$ cat src/design/bwrr_pkg.sv
// Shared types, constants and helper functions of the biased weighted round-robin unit.
package bwrr_pkg;

  // Geometry
  localparam int MAX_TARGETS = 8;
  localparam int SLOTS       = 8;
  localparam int IDX_W       = 3;
  localparam int CNT_W       = 4;
  localparam int UPC_W       = 5;
  localparam int TOTAL_W     = 19;
  localparam int W_W         = 28;

  // Configuration register indexes
  localparam logic [2:0] CFG_SEED     = 3'd0;
  localparam logic [2:0] CFG_COUNT    = 3'd1;
  localparam logic [2:0] CFG_IMP_LOW  = 3'd2;
  localparam logic [2:0] CFG_IMP_HIGH = 3'd3;

  // Arithmetic constants
  localparam logic [31:0] HASH_MUL1   = 32'h7FEB_352D;
  localparam logic [31:0] HASH_MUL2   = 32'h846C_A68B;
  localparam logic [31:0] GOLDEN      = 32'h9E37_79B1;
  localparam logic [31:0] DIV10_RECIP = 32'hCCCC_CCCD;
  localparam logic [15:0] IMP_FLOOR   = 16'd205;
  localparam logic [10:0] EMPH_ONE    = 11'd1024;
  localparam logic signed [47:0] CREDIT_MAX = 48'sh7FFF_FFFF_FFFF;
  localparam logic signed [47:0] CREDIT_MIN = 48'sh8000_0000_0000;

  // Request and result payloads
  typedef struct packed {
    logic        req_type;
    logic [10:0] hero_emphasis;
  } req_t;

  typedef struct packed {
    logic [2:0] chosen_target;
    logic       is_favored;
  } res_t;

  localparam logic REQ_RESTART = 1'b0;
  localparam logic REQ_PICK    = 1'b1;

  // Microcode fields
  typedef enum logic [2:0] {
    ACC_HOLD, ACC_SEED, ACC_HG, ACC_XS16, ACC_P_XS15, ACC_P_XS16, ACC_P_ADD5
  } acc_op_t;

  typedef enum logic [2:0] {
    MUL_NONE, MUL_C1, MUL_C2, MUL_TU, MUL_BN, MUL_DIV
  } mul_op_t;

  typedef enum logic [1:0] {TOT_HOLD, TOT_CLR, TOT_ADD} tot_op_t;
  typedef enum logic [1:0] {CR_NONE, CR_SEED, CR_ADDW, CR_SUBBEST} cr_op_t;
  typedef enum logic [1:0] {IDX_HOLD, IDX_CLR, IDX_INC} idx_op_t;
  typedef enum logic [1:0] {G_HOLD, G_CLR, G_ADD} g_op_t;

  typedef enum logic [2:0] {
    JMP_NEXT, JMP_IF_PICK, JMP_IF_MORE, JMP_IF_SLOTS, JMP_END
  } jmp_t;

  typedef struct packed {
    acc_op_t          acc_op;
    mul_op_t          mul_op;
    tot_op_t          tot_op;
    cr_op_t           cr_op;
    idx_op_t          idx_op;
    g_op_t            g_op;
    logic             h_load;
    jmp_t             jmp;
    logic [UPC_W-1:0] target;
  } ctrl_word_t;

  localparam ctrl_word_t CTRL_NOP = '{
    acc_op: ACC_HOLD, mul_op: MUL_NONE, tot_op: TOT_HOLD, cr_op: CR_NONE,
    idx_op: IDX_HOLD, g_op: G_HOLD, h_load: 1'b0, jmp: JMP_NEXT, target: '0
  };

  // Datapath status seen by the sequencer
  typedef struct packed {
    logic more_active;
    logic more_slots;
  } dp_status_t;

  typedef enum logic {SEQ_IDLE, SEQ_RUN} seq_state_t;

  // Clamp the target count into one to MAX_TARGETS
  function automatic logic [CNT_W-1:0] active_count(input logic [CNT_W-1:0] cnt);
    logic [CNT_W-1:0] n;
    n = cnt;
    if (n == '0) n = CNT_W'(1);
    if (n > CNT_W'(MAX_TARGETS)) n = CNT_W'(MAX_TARGETS);
    return n;
  endfunction

  // Pick one importance field and apply the minimum
  function automatic logic [15:0] floored_imp(input logic [63:0] lo, input logic [63:0] hi,
                                              input logic [IDX_W-1:0] idx);
    logic [63:0] reg_sel;
    logic [15:0] v;
    reg_sel = idx[2] ? hi : lo;
    v = reg_sel[idx[1:0]*16 +: 16];
    return (v < IMP_FLOOR) ? IMP_FLOOR : v;
  endfunction

  // Saturate a 49-bit two's complement value to the credit range
  function automatic logic signed [47:0] sat_credit(input logic [48:0] v);
    logic signed [47:0] r;
    if (v[48] != v[47]) begin
      r = v[48] ? CREDIT_MIN : CREDIT_MAX;
    end else begin
      r = $signed(v[47:0]);
    end
    return r;
  endfunction

endpackage

$ cat src/design/bwrr_ucode_rom.sv
// Microcode table: one control word per sequencer step.
module bwrr_ucode_rom (
  input  logic [bwrr_pkg::UPC_W-1:0] upc,
  output bwrr_pkg::ctrl_word_t       word
);

  localparam logic [bwrr_pkg::UPC_W-1:0] STEP_SUM  = 5'd1;
  localparam logic [bwrr_pkg::UPC_W-1:0] STEP_SEED = 5'd8;
  localparam logic [bwrr_pkg::UPC_W-1:0] STEP_PICK = 5'd17;

  // Decode the step into its control word
  always_comb begin
    word = bwrr_pkg::CTRL_NOP;
    case (upc)
      // dispatch on request type
      5'd0: begin
        word.idx_op = bwrr_pkg::IDX_CLR;
        word.tot_op = bwrr_pkg::TOT_CLR;
        word.jmp    = bwrr_pkg::JMP_IF_PICK;
        word.target = STEP_PICK;
      end
      // sum floored importances of active targets
      5'd1: begin
        word.tot_op = bwrr_pkg::TOT_ADD;
        word.idx_op = bwrr_pkg::IDX_INC;
        word.jmp    = bwrr_pkg::JMP_IF_MORE;
        word.target = STEP_SUM;
      end
      // hash the seed
      5'd2: begin
        word.acc_op = bwrr_pkg::ACC_SEED;
        word.idx_op = bwrr_pkg::IDX_CLR;
      end
      5'd3: word.acc_op = bwrr_pkg::ACC_XS16;
      5'd4: word.mul_op = bwrr_pkg::MUL_C1;
      5'd5: word.acc_op = bwrr_pkg::ACC_P_XS15;
      5'd6: word.mul_op = bwrr_pkg::MUL_C2;
      5'd7: begin
        word.acc_op = bwrr_pkg::ACC_P_XS16;
        word.h_load = 1'b1;
        word.g_op   = bwrr_pkg::G_CLR;
      end
      // per slot: hash the offset seed and scale the total
      5'd8:  word.acc_op = bwrr_pkg::ACC_HG;
      5'd9:  word.acc_op = bwrr_pkg::ACC_XS16;
      5'd10: word.mul_op = bwrr_pkg::MUL_C1;
      5'd11: word.acc_op = bwrr_pkg::ACC_P_XS15;
      5'd12: word.mul_op = bwrr_pkg::MUL_C2;
      5'd13: word.acc_op = bwrr_pkg::ACC_P_XS16;
      5'd14: word.mul_op = bwrr_pkg::MUL_TU;
      5'd15: begin
        word.cr_op  = bwrr_pkg::CR_SEED;
        word.idx_op = bwrr_pkg::IDX_INC;
        word.g_op   = bwrr_pkg::G_ADD;
        word.jmp    = bwrr_pkg::JMP_IF_SLOTS;
        word.target = STEP_SEED;
      end
      5'd16: word.jmp = bwrr_pkg::JMP_END;
      // per active target: weight, round, divide by ten, accumulate
      5'd17: word.mul_op = bwrr_pkg::MUL_BN;
      5'd18: word.acc_op = bwrr_pkg::ACC_P_ADD5;
      5'd19: word.mul_op = bwrr_pkg::MUL_DIV;
      5'd20: begin
        word.cr_op  = bwrr_pkg::CR_ADDW;
        word.idx_op = bwrr_pkg::IDX_INC;
        word.jmp    = bwrr_pkg::JMP_IF_MORE;
        word.target = STEP_PICK;
      end
      5'd21: word.cr_op = bwrr_pkg::CR_SUBBEST;
      5'd22: word.jmp   = bwrr_pkg::JMP_END;
      default: word.jmp = bwrr_pkg::JMP_END;
    endcase
  end

endmodule

$ cat src/design/bwrr_sequencer.sv
// Microcode sequencer: step counter, conditional jumps and request latch.
module bwrr_sequencer (
  input  logic                 clk,
  input  logic                 rst,
  input  logic                 start,
  input  logic                 req_type,
  input  bwrr_pkg::dp_status_t status,
  output logic                 busy,
  output logic                 emit,
  output bwrr_pkg::ctrl_word_t ctrl
);

  bwrr_pkg::seq_state_t              state, state_next;
  logic [bwrr_pkg::UPC_W-1:0]        upc, upc_next;
  logic                              pick, pick_next;
  bwrr_pkg::ctrl_word_t              rom_word;
  logic                              take;

  bwrr_ucode_rom u_rom (
    .upc  (upc),
    .word (rom_word)
  );

  assign busy = (state == bwrr_pkg::SEQ_RUN);
  assign take = start && !busy;

  // Hold state, step counter and request type
  always_ff @(posedge clk) begin
    if (rst) begin
      state <= bwrr_pkg::SEQ_IDLE;
      upc   <= '0;
      pick  <= 1'b0;
    end else begin
      state <= state_next;
      upc   <= upc_next;
      pick  <= pick_next;
    end
  end

  // Advance the step counter and decode jumps
  always_comb begin
    state_next = state;
    upc_next   = upc;
    pick_next  = pick;
    emit       = 1'b0;
    ctrl       = bwrr_pkg::CTRL_NOP;
    case (state)
      bwrr_pkg::SEQ_IDLE: begin
        if (take) begin
          state_next = bwrr_pkg::SEQ_RUN;
          upc_next   = '0;
          pick_next  = (req_type == bwrr_pkg::REQ_PICK);
        end
      end
      bwrr_pkg::SEQ_RUN: begin
        ctrl     = rom_word;
        upc_next = upc + bwrr_pkg::UPC_W'(1);
        case (rom_word.jmp)
          bwrr_pkg::JMP_IF_PICK:  if (pick) upc_next = rom_word.target;
          bwrr_pkg::JMP_IF_MORE:  if (status.more_active) upc_next = rom_word.target;
          bwrr_pkg::JMP_IF_SLOTS: if (status.more_slots) upc_next = rom_word.target;
          bwrr_pkg::JMP_END: begin
            state_next = bwrr_pkg::SEQ_IDLE;
            emit       = pick;
          end
          default: ;
        endcase
      end
      default: state_next = bwrr_pkg::SEQ_IDLE;
    endcase
  end

endmodule

$ cat src/design/bwrr_datapath.sv
// Datapath: shared multiplier, hash and weight registers, credit store and best tracking.
module bwrr_datapath (
  input  logic                          clk,
  input  logic                          rst,
  input  logic                          load,
  input  logic [10:0]                   hero_emphasis,
  input  logic [31:0]                   seed_value,
  input  logic [bwrr_pkg::CNT_W-1:0]    target_count,
  input  logic [63:0]                   importance_low,
  input  logic [63:0]                   importance_high,
  input  bwrr_pkg::ctrl_word_t          ctrl,
  output bwrr_pkg::dp_status_t          status,
  output logic [bwrr_pkg::IDX_W-1:0]    best
);

  logic [10:0]                   emph;
  logic [31:0]                   acc, acc_next;
  logic [31:0]                   h;
  logic [31:0]                   g;
  logic [63:0]                   prod;
  logic [bwrr_pkg::TOTAL_W-1:0]  total;
  logic [bwrr_pkg::IDX_W-1:0]    idx;
  logic [31:0]                   wsum;
  logic signed [47:0]            best_credit;
  logic signed [47:0]            credit [bwrr_pkg::SLOTS];

  logic [31:0]                   mul_a, mul_b, p;
  logic [63:0]                   mul_res;
  logic [bwrr_pkg::CNT_W-1:0]    n_act;
  logic [15:0]                   b_cur, hero_num, rest_num, num_cur;
  logic                          idx_active;
  logic [bwrr_pkg::W_W-1:0]      w;
  logic [48:0]                   add_sum, sub_sum;
  logic signed [47:0]            add_sat, sub_sat, seed_credit;

  assign p           = prod[31:0];
  assign n_act       = bwrr_pkg::active_count(target_count);
  assign b_cur       = bwrr_pkg::floored_imp(importance_low, importance_high, idx);
  assign hero_num    = 16'd3072 + 16'(emph) * 16'd27;
  assign rest_num    = 16'd17408 - 16'(emph) * 16'd13;
  assign num_cur     = (idx == '0) ? hero_num : rest_num;
  assign idx_active  = {1'b0, idx} < n_act;
  assign w           = prod[62:35];
  assign seed_credit = $signed(prod[61:14]);
  assign add_sum     = {credit[idx][47], credit[idx]} + 49'(w);
  assign add_sat     = bwrr_pkg::sat_credit(add_sum);
  assign sub_sum     = {best_credit[47], best_credit} - 49'(wsum);
  assign sub_sat     = bwrr_pkg::sat_credit(sub_sum);

  assign status.more_active = ({1'b0, idx} + bwrr_pkg::CNT_W'(1)) < n_act;
  assign status.more_slots  = idx != bwrr_pkg::IDX_W'(bwrr_pkg::SLOTS - 1);

  // Select multiplier operands
  always_comb begin
    mul_a = '0;
    mul_b = '0;
    case (ctrl.mul_op)
      bwrr_pkg::MUL_C1: begin
        mul_a = acc;
        mul_b = bwrr_pkg::HASH_MUL1;
      end
      bwrr_pkg::MUL_C2: begin
        mul_a = acc;
        mul_b = bwrr_pkg::HASH_MUL2;
      end
      bwrr_pkg::MUL_TU: begin
        mul_a = 32'(total);
        mul_b = {8'd0, acc[23:0]};
      end
      bwrr_pkg::MUL_BN: begin
        mul_a = {16'd0, b_cur};
        mul_b = {16'd0, num_cur};
      end
      bwrr_pkg::MUL_DIV: begin
        mul_a = acc;
        mul_b = bwrr_pkg::DIV10_RECIP;
      end
      default: ;
    endcase
  end

  assign mul_res = mul_a * mul_b;

  // Work out the next accumulator value
  always_comb begin
    acc_next = acc;
    case (ctrl.acc_op)
      bwrr_pkg::ACC_SEED:   acc_next = seed_value;
      bwrr_pkg::ACC_HG:     acc_next = h + g;
      bwrr_pkg::ACC_XS16:   acc_next = acc ^ (acc >> 16);
      bwrr_pkg::ACC_P_XS15: acc_next = p ^ (p >> 15);
      bwrr_pkg::ACC_P_XS16: acc_next = p ^ (p >> 16);
      bwrr_pkg::ACC_P_ADD5: acc_next = p + 32'd5;
      default: ;
    endcase
  end

  // Hold working registers
  always_ff @(posedge clk) begin
    if (load) begin
      emph <= (hero_emphasis > bwrr_pkg::EMPH_ONE) ? bwrr_pkg::EMPH_ONE : hero_emphasis;
    end
    acc <= acc_next;
    if (ctrl.mul_op != bwrr_pkg::MUL_NONE) prod <= mul_res;
    if (ctrl.h_load) h <= acc_next;
    case (ctrl.g_op)
      bwrr_pkg::G_CLR: g <= '0;
      bwrr_pkg::G_ADD: g <= g + bwrr_pkg::GOLDEN;
      default: ;
    endcase
    case (ctrl.tot_op)
      bwrr_pkg::TOT_CLR: total <= '0;
      bwrr_pkg::TOT_ADD: total <= total + bwrr_pkg::TOTAL_W'(b_cur);
      default: ;
    endcase
    case (ctrl.idx_op)
      bwrr_pkg::IDX_CLR: idx <= '0;
      bwrr_pkg::IDX_INC: idx <= idx + bwrr_pkg::IDX_W'(1);
      default: ;
    endcase
  end

  // Track the weight sum and the leading credit during a pick
  always_ff @(posedge clk) begin
    if (rst) begin
      best <= '0;
    end else if (ctrl.cr_op == bwrr_pkg::CR_ADDW) begin
      if (idx == '0 || add_sat > best_credit) begin
        best <= idx;
      end
    end
  end

  always_ff @(posedge clk) begin
    if (ctrl.cr_op == bwrr_pkg::CR_ADDW) begin
      wsum <= (idx == '0) ? 32'(w) : wsum + 32'(w);
      if (idx == '0 || add_sat > best_credit) begin
        best_credit <= add_sat;
      end
    end
  end

  // Update the credit store
  always_ff @(posedge clk) begin
    if (rst) begin
      for (int k = 0; k < bwrr_pkg::SLOTS; k++) credit[k] <= '0;
    end else begin
      case (ctrl.cr_op)
        bwrr_pkg::CR_SEED:    credit[idx]  <= idx_active ? seed_credit : '0;
        bwrr_pkg::CR_ADDW:    credit[idx]  <= add_sat;
        bwrr_pkg::CR_SUBBEST: credit[best] <= sub_sat;
        default: ;
      endcase
    end
  end

endmodule

$ cat src/design/biased_weighted_round_robin_unit.sv
// Pick: walks the n active targets (1..8) and then strobes the result; no new request
// is taken while busy, and the next one can be taken in the strobe cycle.
// Restart: busy while the credits are reseeded, no result; the microcode walks the one
// shared 32x32 multiplier through hashing and weighting.
// The receiver cannot stall: each result stands for exactly one cycle.
// Synchronous reset: configuration registers to defaults, target count one, all credits zero, idle.
module biased_weighted_round_robin_unit (
  input  logic           clk,
  input  logic           rst,
  input  logic           start,
  input  bwrr_pkg::req_t req,
  output logic           busy,
  input  logic           cfg_valid,
  output logic           cfg_ready,
  input  logic [2:0]     cfg_index,
  input  logic [63:0]    cfg_data,
  output logic           result_valid,
  output bwrr_pkg::res_t result
);

  logic [31:0]                  seed_value;
  logic [bwrr_pkg::CNT_W-1:0]   target_count;
  logic [63:0]                  importance_low;
  logic [63:0]                  importance_high;
  bwrr_pkg::ctrl_word_t         ctrl;
  bwrr_pkg::dp_status_t         status;
  logic [bwrr_pkg::IDX_W-1:0]   best;
  logic                         emit;
  logic                         take;

  assign cfg_ready = 1'b1;
  assign take      = start && !busy;

  // Write configuration registers
  always_ff @(posedge clk) begin
    if (rst) begin
      seed_value      <= '0;
      target_count    <= bwrr_pkg::CNT_W'(1);
      importance_low  <= '0;
      importance_high <= '0;
    end else if (cfg_valid && cfg_ready) begin
      case (cfg_index)
        bwrr_pkg::CFG_SEED:     seed_value      <= cfg_data[31:0];
        bwrr_pkg::CFG_COUNT:    target_count    <= cfg_data[bwrr_pkg::CNT_W-1:0];
        bwrr_pkg::CFG_IMP_LOW:  importance_low  <= cfg_data;
        bwrr_pkg::CFG_IMP_HIGH: importance_high <= cfg_data;
        default: ;
      endcase
    end
  end

  bwrr_sequencer u_seq (
    .clk      (clk),
    .rst      (rst),
    .start    (start),
    .req_type (req.req_type),
    .status   (status),
    .busy     (busy),
    .emit     (emit),
    .ctrl     (ctrl)
  );

  bwrr_datapath u_dp (
    .clk             (clk),
    .rst             (rst),
    .load            (take),
    .hero_emphasis   (req.hero_emphasis),
    .seed_value      (seed_value),
    .target_count    (target_count),
    .importance_low  (importance_low),
    .importance_high (importance_high),
    .ctrl            (ctrl),
    .status          (status),
    .best            (best)
  );

  // Register the result strobe
  always_ff @(posedge clk) begin
    if (rst) begin
      result_valid <= 1'b0;
    end else begin
      result_valid <= emit;
    end
  end

  always_ff @(posedge clk) begin
    if (emit) begin
      result.chosen_target <= best;
      result.is_favored    <= (best == '0);
    end
  end

  assert property (@(posedge clk) disable iff (rst) result_valid |-> !busy)
    else $error("result strobe while sequencer still running");

  assert property (@(posedge clk) disable iff (rst) result_valid |=> !result_valid)
    else $error("result strobe held for more than one cycle");

  assert property (@(posedge clk) disable iff (rst)
    result_valid |-> (result.is_favored == (result.chosen_target == '0)))
    else $error("favoured flag disagrees with chosen target");

  assert property (@(posedge clk) disable iff (rst) take |=> busy)
    else $error("request taken but sequencer not running");

endmodule

$ cat config.mk
export PLATFORM = sky130hd
export DESIGN_NAME = biased_weighted_round_robin_unit
export DESIGN_NICKNAME = d
export VERILOG_FILES = /design/src/design/bwrr_pkg.sv /design/src/design/bwrr_ucode_rom.sv /design/src/design/bwrr_sequencer.sv /design/src/design/bwrr_datapath.sv /design/src/design/biased_weighted_round_robin_unit.sv
export SDC_FILE = /design/constraint.sdc
export NUM_CORES = 2
export LEC_CHECK = 0
export ABC_AREA = 1
export BUFFER_PORTS_ARGS = -buffer_cell sky130_fd_sc_hd__buf_2
export CAP_MARGIN = 20
export CORE_MARGIN = 2
export CORE_UTILIZATION = 65
export DETAILED_ROUTE_END_ITERATION = 16
export GPL_TIMING_DRIVEN = 0
export HOLD_SLACK_MARGIN = 0.06
export PLACE_DENSITY = 0.94
export SETUP_SLACK_MARGIN = 0.15
export SLEW_MARGIN = 20
export SYNTH_ARGS = -nofsm -noshare
export SYNTH_HDL_FRONTEND = slang
export SYNTH_SLANG_ARGS = --single-unit
$ cat constraint.sdc
create_clock -name clk -period 23.8 [get_ports clk]
set_input_delay 2.38 -clock clk [delete_from_list [all_inputs] [get_ports clk]]
set_output_delay 2.38 -clock clk [all_outputs]
set_load 0.01 [all_outputs]
==> flow_summary_export.csv <==
group,metric,value,unit
yosys,synth_area,85300,um^2
placed_design,globalplace.congestion,1.20,
worst_setup_path,path_max_fanout,11,
yosys,synth_edf_count,628,
timing,fmax,80.0,MHz
flow_run,maxCapViolations,0,
worst_setup_path,crit_type,"reg2reg",
finish,post_route_cells_drive_above_1_share,0.0555,
yosys,synth_fa_ha_area_frac,0.292,
power,p_leak,0.0414,uW
worst_setup_path,cp_common_cell,"nand2_1",
timing,worst_slew_pin_slew,1.32,ns
drt,wire_per_inst,25.2,um
floorplanning,pin_count,90,
placed_design,pre_cts_slack,11.95,ns
placed_design,dp_hpwl,253000,um
yosys,synth_top_family_by_area,"adder cells",
hold_path,worstHoldStart,"importance_high[41]$_SDFFE_PP0P_",
clock_tree,post-cts-setup-buffers,0,
drt,vias,80043,
global_routing,grt_usage,0.471,
worst_setup_path,setup.worst_path.start,"u_dp.idx[1]$_DFFE_PN_",
clock_tree,root_buffer,"clkbuf_16",
timing,finalSetupViolCount,0,
timing,setup-tns-final,0,ns
worst_setup_path,slowest_delay,0.96,ns
clock_tree,cts_resized,0,
worst_setup_path,regToRegSetupSlack,11.30,ns
hold_path,hold_path_class,"reg2reg",
clock_tree,cts_made_buffers,89,
clock_tree,clk_latency,0.75,ns
yosys,synth_common_cells,"2097 x inv_1, 1930 x nand2_1, 1151 x nor2_1",
floorplanning,start_util,0.657,
clock_tree,postCtsHoldBufs,0,
timing,final-max-slew-violation-count,0,
yosys,yosys.area_share.simple,0.177,
yosys,syn_area_per_cell,8.01,um^2
placed_design,port_buffers,88,
yosys,seq_area_frac_synth,0.270,
yosys,yosysTopAreaCell,"edfxtp_1",
drt,ant_nets,0,
clock_tree,cts_sinks,838,
drt,drc_errors,0,
global_routing,grt_pass1_wl,472000,um
yosys,synth_top_area_share,0.221,
global_routing,antenna_found_initial,17,
drt,drt-initial-drc-count,12561,
yosys,ys_dominant_reg_cell,"edfxtp_1",
worst_setup_path,r2r-end,"u_dp.prod[61]$_DFFE_PP_",
yosys,synth_xor_area_frac,0.0233,
timing,max-slew-margin-rel,0.113,
clock_tree,cts_buffer_depth,3,
clock_tree,cts_tree,"yes",
yosys,synth_area_leaders,"edfxtp_1 22%, fa_1 21%, inv_1 9.2%, nand2_1 8.5%, ha_1 7.8%",
worst_setup_path,crit_required,24.35,ns
power,ir_drop,0.0712,mV
floorplanning,dieWidth,366,um
floorplanning,die_area,134000,um^2
global_routing,grt_max_degree,48,
finish,area.growth.synth_to_final,7.54,%
worst_setup_path,r2r_cells,39,
yosys,synthCells,10647,
finish,nets,12391,
status,outcome,"finished, final reports clean",
worst_setup_path,start_kind,"flop",
yosys,synthArstFlopShare,0,
drt,viasPerCell,6.31,
timing,fin_ws,11.30,ns
yosys,yosysWarnings,0,
floorplanning,num_rows,132,
yosys,synth-compound-area-share,0.121,
worst_setup_path,endpoint,"u_dp.prod[61]$_DFFE_PP_",
worst_setup_path,endpoint_kind,"flop",
finish,nFillCells,9945,
timing,finalHoldViolCount,0,
yosys,yosysUniqueCellTypes,67,
global_routing,grt.overflow.total,0,
timing,min_period,12.50,ns
timing,fin_crit_sh,0.525,
drt,drt_first_pass_iters,14,
yosys,yosysMostFrequentCell,"inv_1",
drt,wl,320000,um
power,power_density,59.4,nW/um^2
worst_setup_path,cp_slowest_cell,"clkbuf_1",
floorplanning,dieHeight,366,um
clock_tree,clkTransAtPathRegs,0.07,ns
timing,skew,0.0787,ns
yosys,synth_seq_cells,838,
clock_tree,cts.htree.levels,3,
floorplanning,core,130000,um^2
global_routing,grt_pass1_vias,79689,
yosys,synth_mux_area_frac,0,
timing,rsz0062_at_grt,"no",
worst_setup_path,arrival,13.05,ns
worst_setup_path,r2r-start,"u_dp.idx[1]$_DFFE_PN_",
[power by group]
group / total [uW] / leakage, uW / internal [uW] / switching (uW)
Sequential: 1750 / 0.00796 / 1680 / 74.4
Combinational: 2160 / 0.0319 / 610 / 1550
Clock: 1540 / 0.00156 / 872 / 668
[registers in the layout (all words and copies together), names as in the netlist, 11 cells and up, named ones only]
name	cells
importance_high	64
importance_low	64
seed_value	32
u_dp.acc	32
u_dp.best_credit	48
u_dp.credit	384
u_dp.emph	11
u_dp.g	32
u_dp.h	32
u_dp.prod	63
u_dp.total	19
u_dp.wsum	32
[critical path: cells and delay by family (launching register included)]
family | cells | cell delay, ns
buffers and inverters | 11 | 3.04
and+or+nand+nor | 16 | 3.02
xor gates and xnor gates | 1 | 0.18
DFF | 1 | 0.59
AOI/OAI and AO/OA | 1 | 0.43
adders and majority gates | 10 | 4.96
[stage by stage]
step                cells  utilization  hold WS, ns  total power [uW]  area, um^2
finish              12691        0.706        0.455              5450       91700
global route        12683        0.706        0.472              5620       91700
CTS                 12683        0.706        0.449              5290       91700
detailed placement  12515        0.681        0.438              3770       88400
global placement    12502        0.678        0.434              3690       88000
floorplan           10672            -        0.423              3080       85400
[worst min-delay path by stage]
stage / to / cells after the start
after detailed placement: importance_high[57]$_SDFFE_PP0P_ / 2
after global routing: importance_high[15]$_SDFFE_PP0P_ / 2
final: importance_high[41]$_SDFFE_PP0P_ / 2
after global placement: importance_high[62]$_SDFFE_PP0P_ / 2
after floorplan: seed_value[2]$_SDFFE_PP0P_ / 2
after CTS: importance_high[48]$_SDFFE_PP0P_ / 2
[logic make-up (layout without fill, tap and decap cells)]
family	Yosys count	in the layout
xor gates and xnor gates	227	227
AOI/OAI and AO/OA	1907	1907
other	2	35
and+or+nand+nor	3685	3685
adders and majority gates	1444	1444
DFF	838	838
buffers and inverters	2544	2813
[final cells by class]
class	count	area [um^2]	share of cell area
clock inverters	63	826	0.00900
diodes	8	20.0	0.000218
flip-flops and latches	838	23100	0.251
repair buffers	101	767	0.00836
well taps	1742	2180	0.0238
inverters	2162	8120	0.0886
clock buffers	105	2420	0.0263
plain buffers	382	1740	0.0190
multi-input cells	7290	52600	0.573
[routing by layer]
| layer | up-vias | track usage | wire, um |
|---|---|---|---|
| li1 | 34050 | - | - |
| met1 | 37261 | 0.557 | 103000 |
| met2 | 6785 | 0.699 | 134000 |
| met3 | 1931 | 0.157 | 48200 |
| met4 | 16 | 0.392 | 34600 |
| met5 | - | 0 | 171 |
[cell usage in the layout (no fill, tap or decap), types with 82 or more instances in the layout]
| cell | netlist | final |
|---|---|---|
| xnor2_1 | 90 | 90 |
| fa_1 | 914 | 914 |
| a31oi_1 | 82 | 82 |
| nand3_1 | 304 | 303 |
| inv_1 | 2097 | 2095 |
| dfxtp_1 | 210 | 210 |
| a21oi_1 | 945 | 944 |
| nor2_1 | 1151 | 1144 |
| edfxtp_1 | 628 | 628 |
| o21ai_0 | 602 | 602 |
| buf_2 | 110 | 198 |
| clkbuf_16 | 0 | 93 |
| clkbuf_1 | 216 | 223 |
| xor2_1 | 137 | 137 |
| nand2_1 | 1930 | 1922 |
| ha_1 | 530 | 530 |
Note: power is estimated with default switching activity, not from simulation.
